$ cat config.mk
export PLATFORM = sky130hd
export DESIGN_NAME = gre_header_parser
export DESIGN_NICKNAME = d
export VERILOG_FILES = /design/src/design/grehp_pkg.sv /design/src/design/grehp_parser.sv /design/src/design/grehp_skid.sv /design/src/design/gre_header_parser.sv
export SDC_FILE = /design/constraint.sdc
export NUM_CORES = 1
export LEC_CHECK = 0
export ABC_AREA = 1
export BUFFER_PORTS_ARGS = -buffer_cell sky130_fd_sc_hd__buf_4
export CAP_MARGIN = 40
export CORE_MARGIN = 1
export CORE_UTILIZATION = 52
export DETAILED_ROUTE_END_ITERATION = 8
export PLACE_DENSITY_LB_ADDON = 0.12
export SLEW_MARGIN = 15
export SYNTH_ARGS = -nofsm -noshare
export SYNTH_HDL_FRONTEND = slang
export SYNTH_SLANG_ARGS = --single-unit
$ cat constraint.sdc
create_clock -name clk -period 28.7 [get_ports clk]
set_input_delay 1.435 -clock clk [delete_from_list [all_inputs] [get_ports clk]]
set_output_delay 1.435 -clock clk [all_outputs]
set_load 0.005 [all_outputs]
$ cat src/design/grehp_pkg.sv
// ----------------------------------------------------------------------------
// GRE header parser package
// Shared result type and flag bit positions for the GRE header parser.
// ----------------------------------------------------------------------------
`default_nettype none

package grehp_pkg;

  // flag word bit positions
  localparam int unsigned FlagCBit = 15;
  localparam int unsigned FlagRBit = 14;
  localparam int unsigned FlagKBit = 13;
  localparam int unsigned FlagSBit = 12;
  localparam int unsigned FlagABit = 7;
  localparam int unsigned VerWidth = 3;

  localparam logic [15:0] MatchProtocolReset = 16'h0800;

  typedef struct packed {
    logic                status;
    logic [15:0]         header_length;
    logic [15:0]         flag_word;
    logic [15:0]         protocol_type;
    logic [VerWidth-1:0] version_number;
    logic [15:0]         checksum_word;
    logic [15:0]         route_offset;
    logic [31:0]         key_word;
    logic [31:0]         sequence_word;
    logic [31:0]         ack_word;
    logic                protocol_match;
  } grehp_result_t;

endpackage

`default_nettype wire

$ cat src/design/grehp_parser.sv
// ----------------------------------------------------------------------------
// GRE header parser byte engine
// Updates the per-packet parse state on every accepted byte until the header
// is complete and forms the result on the marked final byte.
// ----------------------------------------------------------------------------
`default_nettype none

module grehp_parser (
  input  wire logic                   clk,
  input  wire logic                   rst_n,
  input  wire logic                   byte_valid,
  input  wire logic [7:0]             data_byte,
  input  wire logic                   last_byte,
  input  wire logic [15:0]            match_protocol,
  output      logic                   res_valid,
  output      grehp_pkg::grehp_result_t res_data
);

  localparam logic [2:0] PH_FIXED = 3'd0;
  localparam logic [2:0] PH_CSUM  = 3'd1;
  localparam logic [2:0] PH_KEY   = 3'd2;
  localparam logic [2:0] PH_SEQ   = 3'd3;
  localparam logic [2:0] PH_ACK   = 3'd4;
  localparam logic [2:0] PH_RHDR  = 3'd5;
  localparam logic [2:0] PH_RBODY = 3'd6;
  localparam logic [2:0] PH_DONE  = 3'd7;

  logic [2:0]  phase_r,  phase_nxt;
  logic [15:0] cnt_r,    cnt_nxt;
  logic [1:0]  idx_r,    idx_nxt;
  logic [15:0] flags_r,  flags_nxt;
  logic [15:0] proto_r,  proto_nxt;
  logic [15:0] csum_r,   csum_nxt;
  logic [15:0] offs_r,   offs_nxt;
  logic [31:0] key_r,    key_nxt;
  logic [31:0] seq_r,    seq_nxt;
  logic [31:0] ack_r,    ack_nxt;
  logic [7:0]  rleft_r,  rleft_nxt;
  logic        fin_r,    fin_nxt;

  // first optional field present after phase ph, or DONE
  function automatic logic [2:0] next_phase(input logic [2:0] ph, input logic [15:0] fl);
    logic [7:0] pres;
    logic [2:0] nx;
    logic       found;
    pres = '0;
    pres[PH_CSUM] = fl[grehp_pkg::FlagCBit] | fl[grehp_pkg::FlagRBit];
    pres[PH_KEY]  = fl[grehp_pkg::FlagKBit];
    pres[PH_SEQ]  = fl[grehp_pkg::FlagSBit];
    pres[PH_ACK]  = fl[grehp_pkg::FlagABit];
    pres[PH_RHDR] = fl[grehp_pkg::FlagRBit];
    nx    = PH_DONE;
    found = 1'b0;
    for (int j = 1; j < 6; j++) begin
      if (!found && (3'(j) > ph) && pres[j]) begin
        nx    = 3'(j);
        found = 1'b1;
      end
    end
    return nx;
  endfunction

  always_comb begin
    logic       eof;
    logic       step;
    logic [2:0] nx;
    phase_nxt = phase_r;
    cnt_nxt   = cnt_r;
    idx_nxt   = idx_r;
    flags_nxt = flags_r;
    proto_nxt = proto_r;
    csum_nxt  = csum_r;
    offs_nxt  = offs_r;
    key_nxt   = key_r;
    seq_nxt   = seq_r;
    ack_nxt   = ack_r;
    rleft_nxt = rleft_r;
    fin_nxt   = fin_r;
    eof       = (idx_r == 2'd3);
    step      = 1'b0;
    nx        = PH_DONE;
    res_valid = 1'b0;
    res_data  = '0;

    if (byte_valid) begin
      if (!fin_r) begin
        if (cnt_r != 16'hFFFF) begin
          cnt_nxt = cnt_r + 16'd1;
        end
        case (phase_r)
          PH_FIXED: begin
            if (!idx_r[1]) flags_nxt = {flags_r[7:0], data_byte};
            else           proto_nxt = {proto_r[7:0], data_byte};
            step = 1'b1;
          end
          PH_CSUM: begin
            if (!idx_r[1]) csum_nxt = {csum_r[7:0], data_byte};
            else           offs_nxt = {offs_r[7:0], data_byte};
            step = 1'b1;
          end
          PH_KEY: begin
            key_nxt = {key_r[23:0], data_byte};
            step    = 1'b1;
          end
          PH_SEQ: begin
            seq_nxt = {seq_r[23:0], data_byte};
            step    = 1'b1;
          end
          PH_ACK: begin
            ack_nxt = {ack_r[23:0], data_byte};
            step    = 1'b1;
          end
          PH_RHDR: begin
            if (eof) begin
              idx_nxt = 2'd0;
              if (data_byte == 8'd0) begin
                // null entry closes the route list
                phase_nxt = PH_DONE;
                fin_nxt   = 1'b1;
              end else begin
                rleft_nxt = data_byte;
                phase_nxt = PH_RBODY;
              end
            end else begin
              idx_nxt = idx_r + 2'd1;
            end
          end
          PH_RBODY: begin
            rleft_nxt = rleft_r - 8'd1;
            if (rleft_r == 8'd1) begin
              phase_nxt = PH_RHDR;
              idx_nxt   = 2'd0;
            end
          end
          default: begin
            phase_nxt = PH_DONE;
            idx_nxt   = 2'd0;
            fin_nxt   = 1'b1;
          end
        endcase

        if (step) begin
          if (eof) begin
            nx        = next_phase(phase_r, flags_r);
            idx_nxt   = 2'd0;
            phase_nxt = nx;
            if (nx == PH_DONE) fin_nxt = 1'b1;
          end else begin
            idx_nxt = idx_r + 2'd1;
          end
        end
      end

      if (last_byte) begin
        res_valid               = 1'b1;
        res_data.status         = !fin_nxt;
        res_data.header_length  = cnt_nxt;
        res_data.flag_word      = flags_nxt;
        res_data.protocol_type  = proto_nxt;
        res_data.version_number = flags_nxt[grehp_pkg::VerWidth-1:0];
        res_data.checksum_word  = csum_nxt;
        res_data.route_offset   = offs_nxt;
        res_data.key_word       = key_nxt;
        res_data.sequence_word  = seq_nxt;
        res_data.ack_word       = ack_nxt;
        res_data.protocol_match = fin_nxt && (proto_nxt == match_protocol);
        // packet over: back to the fixed header
        phase_nxt = PH_FIXED;
        cnt_nxt   = '0;
        idx_nxt   = '0;
        flags_nxt = '0;
        proto_nxt = '0;
        csum_nxt  = '0;
        offs_nxt  = '0;
        key_nxt   = '0;
        seq_nxt   = '0;
        ack_nxt   = '0;
        rleft_nxt = '0;
        fin_nxt   = 1'b0;
      end
    end
  end

  always_ff @(posedge clk) begin
    if (!rst_n) begin
      phase_r <= PH_FIXED;
      cnt_r   <= '0;
      idx_r   <= '0;
      flags_r <= '0;
      proto_r <= '0;
      csum_r  <= '0;
      offs_r  <= '0;
      key_r   <= '0;
      seq_r   <= '0;
      ack_r   <= '0;
      rleft_r <= '0;
      fin_r   <= 1'b0;
    end else begin
      phase_r <= phase_nxt;
      cnt_r   <= cnt_nxt;
      idx_r   <= idx_nxt;
      flags_r <= flags_nxt;
      proto_r <= proto_nxt;
      csum_r  <= csum_nxt;
      offs_r  <= offs_nxt;
      key_r   <= key_nxt;
      seq_r   <= seq_nxt;
      ack_r   <= ack_nxt;
      rleft_r <= rleft_nxt;
      fin_r   <= fin_nxt;
    end
  end

endmodule

`default_nettype wire

$ cat src/design/grehp_skid.sv
// ----------------------------------------------------------------------------
// GRE header parser result buffer
// Output register with one skid entry so a stalled receiver does not
// stall the byte stream until two results are pending.
// ----------------------------------------------------------------------------
`default_nettype none

module grehp_skid (
  input  wire logic                    clk,
  input  wire logic                    rst_n,
  input  wire logic                    push,
  input  wire grehp_pkg::grehp_result_t push_data,
  output      logic                    can_push,
  output      logic                    out_valid,
  output      grehp_pkg::grehp_result_t out_data,
  input  wire logic                    out_ready
);

  logic                     out_valid_r,  out_valid_nxt;
  logic                     skid_valid_r, skid_valid_nxt;
  grehp_pkg::grehp_result_t out_data_r,   out_data_nxt;
  grehp_pkg::grehp_result_t skid_data_r,  skid_data_nxt;

  always_comb begin
    logic pop;
    pop            = out_valid_r && out_ready;
    out_valid_nxt  = out_valid_r;
    skid_valid_nxt = skid_valid_r;
    out_data_nxt   = out_data_r;
    skid_data_nxt  = skid_data_r;
    if (skid_valid_r) begin
      // no push can arrive while the skid entry is full
      if (pop) begin
        out_data_nxt   = skid_data_r;
        skid_valid_nxt = 1'b0;
      end
    end else if (push) begin
      if (!out_valid_r || pop) begin
        out_data_nxt  = push_data;
        out_valid_nxt = 1'b1;
      end else begin
        skid_data_nxt  = push_data;
        skid_valid_nxt = 1'b1;
      end
    end else if (pop) begin
      out_valid_nxt = 1'b0;
    end
  end

  always_ff @(posedge clk) begin
    if (!rst_n) begin
      out_valid_r  <= 1'b0;
      skid_valid_r <= 1'b0;
    end else begin
      out_valid_r  <= out_valid_nxt;
      skid_valid_r <= skid_valid_nxt;
    end
  end

  always_ff @(posedge clk) begin
    out_data_r  <= out_data_nxt;
    skid_data_r <= skid_data_nxt;
  end

  assign can_push  = !skid_valid_r;
  assign out_valid = out_valid_r;
  assign out_data  = out_data_r;

endmodule

`default_nettype wire

$ cat src/design/gre_header_parser.sv
// ----------------------------------------------------------------------------
// GRE header parser
// Byte-wide GRE header parser with a configurable protocol match.
// ----------------------------------------------------------------------------
// Usage:
//   in_*  : one packet byte per transfer in tdata, tlast on the final byte.
//   out_* : one result per packet, sent after the tlast byte; tuser is the
//           truncated flag, tdata holds the parsed header fields.
//   cfg_* : write cfg_wr_data to the match protocol register while idle.
// Throughput is one byte per cycle while in_tready is high: the parse state
// is updated on each accepted byte. The result of the tlast byte is registered
// in the output register, or in the skid entry while that register is held.
// Reset clears the parse state and the result buffer and loads the match
// protocol with 0x0800.
// When the receiver stalls the pending result holds and a second result is
// kept in a skid entry; in_tready drops only once both are occupied.
// ----------------------------------------------------------------------------
`default_nettype none

module gre_header_parser (
  input  wire logic         clk,
  input  wire logic         rst_n,
  input  wire logic         in_tvalid,
  output      logic         in_tready,
  input  wire logic [7:0]   in_tdata,   // [7:0] data_byte
  input  wire logic         in_tlast,   // last_byte
  output      logic         out_tvalid,
  input  wire logic         out_tready,
  // [15:0] header_length, [31:16] flag_word, [47:32] protocol_type,
  // [50:48] version_number, [66:51] checksum_word, [82:67] route_offset,
  // [114:83] key_word, [146:115] sequence_word, [178:147] ack_word,
  // [179] protocol_match, [183:180] zero
  output      logic [183:0] out_tdata,
  output      logic         out_tuser,  // [0] status
  input  wire logic         cfg_wr_en,
  input  wire logic [15:0]  cfg_wr_data
);

  logic [15:0]              match_protocol_r;
  logic                     in_accept;
  logic                     res_valid;
  logic                     can_push;
  grehp_pkg::grehp_result_t res_data;
  grehp_pkg::grehp_result_t out_res;

  always_ff @(posedge clk) begin
    if (!rst_n) begin
      match_protocol_r <= grehp_pkg::MatchProtocolReset;
    end else if (cfg_wr_en) begin
      match_protocol_r <= cfg_wr_data;
    end
  end

  assign in_tready = can_push;
  assign in_accept = in_tvalid && in_tready;

  grehp_parser u_parser (
    .clk            (clk),
    .rst_n          (rst_n),
    .byte_valid     (in_accept),
    .data_byte      (in_tdata),
    .last_byte      (in_tlast),
    .match_protocol (match_protocol_r),
    .res_valid      (res_valid),
    .res_data       (res_data)
  );

  grehp_skid u_skid (
    .clk       (clk),
    .rst_n     (rst_n),
    .push      (res_valid),
    .push_data (res_data),
    .can_push  (can_push),
    .out_valid (out_tvalid),
    .out_data  (out_res),
    .out_ready (out_tready)
  );

  assign out_tuser = out_res.status;
  assign out_tdata = {4'b0000,
                      out_res.protocol_match,
                      out_res.ack_word,
                      out_res.sequence_word,
                      out_res.key_word,
                      out_res.route_offset,
                      out_res.checksum_word,
                      out_res.version_number,
                      out_res.protocol_type,
                      out_res.flag_word,
                      out_res.header_length};

`ifndef SYNTHESIS
  // input only blocks when both result slots are occupied
  a_stall_has_result: assert property (@(posedge clk) disable iff (!rst_n)
    !in_tready |-> out_tvalid)
    else $error("input stalled with no result pending");

  // a tlast byte always leaves a result offered next cycle
  a_last_gives_result: assert property (@(posedge clk) disable iff (!rst_n)
    (in_tvalid && in_tready && in_tlast) |=> out_tvalid)
    else $error("no result after final byte");

  // truncated headers never report a protocol match
  a_trunc_no_match: assert property (@(posedge clk) disable iff (!rst_n)
    (out_tvalid && out_tuser) |-> !out_tdata[179])
    else $error("protocol match on truncated header");

  // version is the low bits of the flag word
  a_version_bits: assert property (@(posedge clk) disable iff (!rst_n)
    out_tvalid |-> (out_tdata[50:48] == out_tdata[18:16]))
    else $error("version field disagrees with flag word");
`endif

endmodule

`default_nettype wire

## Word-level counts from Yosys, hierarchy flattened

Cells that the tools add are included.
W data, S select, Z words.

- Add/sub/neg operators: 3
- $lt $le $gt $ge: 5
- Eq/ne operators: 18
- Mux-type cells: 104
- Bitwise operators: 3
- Reduce and logical (&&, ||, !) cells: 34

Operators with widths:

| cell | number |
|---|---|
| $mux W181 | 6 |
| $mux W16 | 20 |
| $mux W32 | 9 |
| $mux W3 | 15 |
| $mux W1 | 41 |
| $mux W8 | 4 |
| $add A16 B1 Y16 const B | 1 |
| $eq A16 B16 Y1 | 1 |
| $ne A16 B16 Y1 const B | 1 |
| $pmux W8 S2 | 1 |
| $eq A3 B3 Y1 const B | 4 |
| $logic_and A1 B1 Y1 | 12 |
| $mux W2 | 5 |
| $pmux W3 S3 | 1 |
| $reduce_and A3 Y1 | 3 |
| $eq A8 B1 Y1 const B | 1 |
| $logic_not A8 Y1 | 1 |
| $sub A8 B1 Y8 const B | 1 |
| $logic_not A1 Y1 | 7 |
| $eq A3 B2 Y1 const B | 2 |
| $gt A2 B3 Y1 const A | 2 |
| $gt A3 B3 Y1 const A | 2 |
| $pmux W2 S3 | 1 |
| $reduce_bool A2 Y1 | 3 |
| 21 further kinds | 23 |

- Register bits: 570
- Bits of input ports: 30
- Logic and storage cells: 204

## Logic depth before layout (Yosys ltp)

Gate-level depths: netlist of run 1.

- Depth after elaboration: 52
- Depth in mapped cells: 14

## Cells and area by module

Synthesis of run 1 repeated with hierarchy kept, for this count alone.

- Cell total of the unflattened synthesis: 2961
- Area total of the unflattened synthesis: 25488.2 sq um

By module, submodules not included:

| module | times used | cells an instance | area an instance (sq um) | seq. area each (sq um) |
|---|---|---|---|---|
| grehp_skid | 1 | 967 | 13395.3 | 10910.5 |
| grehp_parser | 1 | 1887 | 11379.7 | 3803.6 |
| gre_header_parser | 1 | 107 | 713.2 | 320.3 |

## Worst setup path after synthesis of run 1

OpenSTA, ideal clock, no wires.

- Path type: input to register
- From: in in_tlast
- To: reg u_skid.skid_data_r[0] in the netlist's numbering (enable)
- Setup time: 0.718 ns
- Arrival time: 9.648 ns
- Required time: 27.982 ns
- Slack: 18.334 ns
- Cell stages on the path: 7
- Buffers on the path: 3
- Cell sequence: inv_2 > nor2_1 > inv_1 > buf_2 > clkbuf_1 > buf_2 > nor2_1

- Cells in the longest elaborated chain, start to end: 3

Ends and longest elaborated chain:

| item | RTL line | RTL |
|---|---|---|
| from (decl) | gre_header_parser.sv:26 | `input wire logic in_tlast,` |
| $mux W1 | grehp_parser.sv:154 | `if (last_byte) begin` |
| $mux W1 | grehp_parser.sv:85 | `if (byte_valid) begin` |
| $reduce_and A3 Y1 (no source line) | -- |  |
| to (signal assigned) | grehp_skid.sv:62 | `skid_data_r <= skid_data_nxt;` |
| to (decl) | grehp_skid.sv:22 | `grehp_pkg::grehp_result_t skid_data_r, skid_data_nxt;` |

No other way between the ends.
A chain may end at the register's enable or synchronous reset.

## Worst setup path after layout of run 1

- From: in in_tvalid
- To: reg u_skid.skid_data_r[160] in the netlist's numbering (enable)

- Cells in the longest elaborated chain, start to end: 3

Ends and longest elaborated chain:

| item | RTL line | RTL |
|---|---|---|
| from (decl) | gre_header_parser.sv:23 | `input wire logic in_tvalid,` |
| $logic_and A1 B1 Y1 | gre_header_parser.sv:55 | `assign in_accept = in_tvalid && in_tready;` |
| $mux W1 | grehp_parser.sv:85 |  |
| $reduce_and A3 Y1 (no source line) | -- |  |

No other way between the ends.

==> flow_metrics.env, run 1 <==
export IMPL_numClockSinks=564
export IMPL_status="complete, no violations"
export IMPL_first_pass_iters=6
export IMPL_drt_iter0_drc=1795
export IMPL_yosysWarnings=0
export IMPL_route_detailed_drc=0
export IMPL_die_h_um=219
export IMPL_regArea_um2=14900
export IMPL_clk_latency_ps=610
export IMPL_multi_input_comb_area_um2=7470
export IMPL_grt_max_degree=102
export IMPL_grt_pass1_vias=17300
export IMPL_cts_buffers=57
export IMPL_dp_hpwl_um=36700
export IMPL_viasPerCell=5.30
export IMPL_min_path_type="reg2reg"
export IMPL_slew_violations=0
export IMPL_fp_dieW_um=219
export IMPL_synth_seq_area_share_pct=60.8
export IMPL_io_pins=217
export IMPL_place_area_um2=26500
export IMPL_h_tree_depth=2
export IMPL_track_usage_pct=24.7
export IMPL_drive_above_1_share_pct=12.8
export IMPL_nFillCells=4020
export IMPL_gp_congestion=0.844
export IMPL_final_nets=2886
export IMPL_fin_crit_ps=3900
export IMPL_vdd_ir_drop_worst_mv=0.0435
export IMPL_fin_tns_setup_ps=0
export IMPL_crit_type="in2reg"
export IMPL_post_drt_wl_per_cell_um=16.8
export IMPL_cp_end_kind="register"
export IMPL_cp_arrival_ps=4140
export IMPL_clock_fmax_mhz=256
export IMPL_area_growth_synth_to_final_pct=15.8
export IMPL_final_setup_viol_count=0
export IMPL_antenna_found_initial=1
export IMPL_drv_cap=0
export IMPL_post_route_cell_area_um2=28300
export IMPL_coreArea_um2=46500
export IMPL_rsz0062_at_grt="false"
export IMPL_worst_setup_path_start_kind="input port"
export IMPL_clockRootBuffer="clkbuf_16"
export IMPL_ctsResizeCount=0
export IMPL_vias=18600
export IMPL_die_area_um2=47800
export IMPL_relSlewSlack_pct=44.1
export IMPL_required_ps=28930
export IMPL_worstPathMaxFanout=76
export IMPL_gr_total_overflow=0
export IMPL_cts_buffer_depth=3
export IMPL_synth_cells=2713
export IMPL_ant_nets=0
export IMPL_worst_slew_pin_slew_ps=839
export IMPL_start_util_pct=52.6
export IMPL_postCtsSetupBuffers=0
export IMPL_skew_ps=18.1
export IMPL_finalHoldViolCount=0
export IMPL_syn_avg_cell_area_um2=9.00
export IMPL_cts_tree="yes"
export IMPL_p_per_area_nw_per_um2=60.1
export IMPL_finalWirelength_um=58900
export IMPL_synth_seq_cells=564
export IMPL_ctsHoldBuffers=0
export IMPL_rows=79
export IMPL_fin_crit_sh_pct=13.6
export IMPL_synthDistinctLibCells=47
export IMPL_clk_pin_slew_ps=60
export IMPL_portBuffers=212
export IMPL_grt_pass1_wl_um=92800
export IMPL_power_leakage_uw=0.0107
export IMPL_syn_area_um2=24400
[path summary, 6_finish.rpt]
kind / slack [ps] / startpoint / endpoint / cells past startpoint
setup / recovery: 24800 / in_tvalid / u_skid.skid_data_r[160] / 10
hold / removal: 470 / u_parser.proto_r[9] / u_parser.proto_r[9] / 2
setup reg to reg: 24920 / u_skid.skid_valid_r / u_skid.out_data[80] / 9
hold reg to reg: 470 / u_parser.proto_r[9] / u_parser.proto_r[9] / 2
[power by group]
part           total (µW)  internal [µW]  switching, µW
Clock                 707            402            305
Combinational         107           34.6           72.2
Sequential            884            876           8.78
Total                1700           1310            387
[critical path, cell delays in order]
cell and delay, ps:
buf_4 80, nand2_1 40, buf_4 270, nor2_1 160, buf_4 260, inv_8 190
nor2_4 290, buf_4 440, buf_16 270, buf_4 570
[routing by layer]
metal  GRT usage (%)  wire, µm  vias up
li1                -         -     9226
met1            34.1     26200     8706
met2            40.3     27800      579
met3            3.65      3380      104
met4            7.62      1490        0
met5               0         0        -
[cell usage in the layout (no fill, tap or decap), drive strengths merged, types with 2 or more instances in the layout]
cell type,instances
nand2,511
nor2,390
inv,373
edfxtp,356
o21ai,356
buf,242
dfxtp,208
o22ai,141
clkbuf,83
nand3,74
a21oi,66
clkinv,22
nor3,14
xor2,12
or2,11
nand4,8
nand3b,7
o211ai,5
ha,4
conb,4
diode,2
a211oi,2
bufinv,2
[metrics by stage]
step	power (µW)	hold WS (ps)	worst slack [ps]	util, %	instances
2_1_floorplan	965	442	18330	-	2716
3_3_place_gp	1000	451	23870	56.5	3388
3_5_place_dp	1010	460	24200	57.0	3399
4_1_cts	1710	469	24830	60.8	3506
5_1_grt	1760	490	24590	60.9	3507
6_report	1700	465	24800	60.9	3509
[Yosys cell counts, drive strengths merged]
cell type | n | area share [%]
o41ai | 1 | 0.036
conb | 1 | 0.015
buf | 61 | 1.4
ha | 4 | 0.20
dfxtp | 208 | 17
a21oi | 66 | 1.4
o22ai | 141 | 3.6
o31ai | 1 | 0.031
clkbuf | 104 | 1.6
nor2 | 390 | 6.1
o221ai | 1 | 0.036
o2111ai | 1 | 0.036
nor3 | 14 | 0.37
xor2 | 12 | 0.43
inv | 373 | 5.7
a31o | 1 | 0.036
edfxtp | 356 | 44
nand3b | 7 | 0.23
o21a | 1 | 0.031
nand4 | 8 | 0.20
or2 | 11 | 0.28
o21ai | 356 | 7.3
o211ai | 5 | 0.15
a211oi | 2 | 0.061
nor3b | 1 | 0.031
nand3 | 74 | 1.6
clkinv | 1 | 0.020
nand2 | 511 | 8.2
nor4 | 1 | 0.026
[final cells by class]
cell class                      instances  area share (%)
Sequential cell                       564            52.5
Multi-Input combinational cell       1613            26.4
Inverter                              374            5.03
Clock inverter                         24           0.588
Timing Repair Buffer                  242            7.09
Clock buffer                           83            5.65
Antenna cell                            2          0.0177
Tap cell                              607            2.69
[sequential cells by signal, summed over array words and instances (netlist names), 16 cells and up]
name	count
u_skid.out_data	178
u_parser.offs_r	16
u_skid.skid_data_r	178
u_parser.ack_r	32
u_parser.csum_r	16
u_parser.flags_r	16
u_parser.seq_r	32
u_parser.key_r	32
u_parser.proto_r	16
match_protocol_r	16
u_parser.cnt_r	16
[cell families (layout without fill, tap and decap cells)]
logic type / after synthesis / count (layout) / share of synthesized area [%]
adders and majority gates: 4 / 4 / 0.205
xor gates and xnor gates: 12 / 12 / 0.430
other: 1 / 6 / 0.0154
buffers and inverters: 539 / 723 / 8.77
DFF: 564 / 564 / 60.8
AOI/OAI and AO/OA: 576 / 576 / 12.7
and+or+nand+nor: 1017 / 1017 / 17.1
(Power assumes the default switching activity.)
==> run 2, diff against run 1 <==
==> constraint.sdc (replaced) <==
create_clock -name clk -period 3.4 [get_ports clk]
set_input_delay 0.17 -clock clk [delete_from_list [all_inputs] [get_ports clk]]
set_output_delay 0.17 -clock clk [all_outputs]
set_load 0.005 [all_outputs]
==> run 2 against run 1 <==
  * Clock-buffer cell count up 1
  * Total power rose to 8.4 times the previous value
  * Critical path depth unchanged
  * Cell area grew 1.8%
==> flow_metrics.env, run 2 (same netlist as run 1, synthesis figures left out) <==
export IMPL_cts_tree="yes"
export IMPL_grt_pass1_wl_um=97400
export IMPL_coreArea_um2=46500
export IMPL_gr_total_overflow=0
export IMPL_clockRootBuffer="clkbuf_16"
export IMPL_antenna_found_initial=0
export IMPL_clock_fmax_mhz=359
export IMPL_final_setup_viol_count=0
export IMPL_grt_max_degree=180
export IMPL_power_leakage_uw=0.0109
export IMPL_timing_final_ws_setup_ps=615
export IMPL_p_per_area_nw_per_um2=499
export IMPL_worst_setup_path_start_kind="register"
export IMPL_worstPathMaxFanout=139
export IMPL_cp_end_kind="register"
export IMPL_viasPerCell=5.34
export IMPL_drt_iter0_drc=1838
export IMPL_total_power_uw=14400
export IMPL_final_nets=2933
export IMPL_die_area_um2=47800
export IMPL_fin_crit_sh_pct=81.9
export IMPL_cts_buffers=57
export IMPL_vdd_ir_drop_worst_mv=0.456
export IMPL_drive_above_1_share_pct=13.1
export IMPL_first_pass_iters=5
export IMPL_fp_dieW_um=219
export IMPL_route_detailed_drc=0
export IMPL_portBuffers=212
export IMPL_h_tree_depth=2
export IMPL_rrSetupSlack_ps=620
export IMPL_skew_ps=19.1
export IMPL_postCtsSetupBuffers=0
export IMPL_ant_nets=0
export IMPL_finalHoldViolCount=0
export IMPL_cts_buffer_depth=3
export IMPL_grt_pass1_vias=18100
export IMPL_rsz0062_at_grt="false"
export IMPL_start_util_pct=52.6
export IMPL_mostFrequentLayoutCell="nand2_1"
export IMPL_vias=19000
export IMPL_status="complete, no violations"
export IMPL_track_usage_pct=26.1
export IMPL_clk_latency_ps=620
export IMPL_pre_cts_ws_ps=942
export IMPL_dp_hpwl_um=37800
export IMPL_ctsResizeCount=0
export IMPL_worst_slew_pin_slew_ps=942
export IMPL_finalWirelength_um=62300
export IMPL_io_pins=217
export IMPL_post_drt_wl_per_cell_um=17.5
export IMPL_rows=79
export IMPL_crit_type="reg2reg"
export IMPL_numClockSinks=564
export IMPL_ctsHoldBuffers=38
export IMPL_relSlewSlack_pct=37.2
export IMPL_layout_common_cells="nand2_1, nor2_1, inv_1"
export IMPL_clk_pin_slew_ps=60
export IMPL_cp_arrival_ps=3340
export IMPL_fin_crit_ps=2780
export IMPL_die_h_um=219
export IMPL_min_path_type="in2reg"
export IMPL_gp_congestion=0.903
export IMPL_slew_violations=0
export IMPL_area_growth_synth_to_final_pct=17.8
export IMPL_required_ps=3950
export IMPL_drv_cap=0
==> run 2: through the flow <==
step                util [%]  cells  instance area, µm²  hold WS, ps  TNS, ps
floorplan                  -   2716               24500          292  -260960
global placement        57.2   3406               26600          385        0
detailed placement      57.3   3407               26600          397        0
CTS                     61.8   3552               28700         10.5        0
global route            61.9   3554               28800         34.9        0
finish                  61.9   3555               28800         39.4        0
==> run 2: power by group <==
group,switching (µW),internal [µW]
sequential,79.8,7390
combinational,629,328
clock,2620,3310
total,3330,11000
==> run 2: final cells by class <==
type	count	area, µm²
tap	607	759
timing repair buffer	289	2510
clock buffer	84	1590
antenna	1	2.50
sequential	564	14900
multi-input combinational	1613	7480
fill	3894	17700
inverter	374	1430
clock inverter	23	150
==> run 2: worst max-delay path, stage by stage (launching register included) <==
cell,delay (ps)
dfxtp_4,370
clkinv_4,90
nand2_4,160
nor2_4,80
inv_8,290
buf_12,460
nand2_2,240
inv_2,170
o21ai_0,80
dlygate4sd3_1,570
a21oi_1,100
==> run 2: path summary, 6_finish.rpt <==
| check | end | cells after the start | startpoint |
|---|---|---|---|
| min reg2reg | u_parser.proto_r[8] | 2 | u_parser.proto_r[8] |
| max reg2reg | u_parser.rleft_r[3] | 10 | u_skid.skid_valid_r |
| max | u_parser.rleft_r[3] | 10 | u_skid.skid_valid_r |
| min | u_parser.rleft_r[2] | 3 | in_tdata[2] |
==> run 2: layer usage <==
layer  GRT usage, %  up-vias  wire length, µm
met3           3.97       96             3300
met5              0        -                0
li1               -     9324                -
met1           35.6     9048            28000
met4           7.99        0             1590
met2           43.0      502            29400
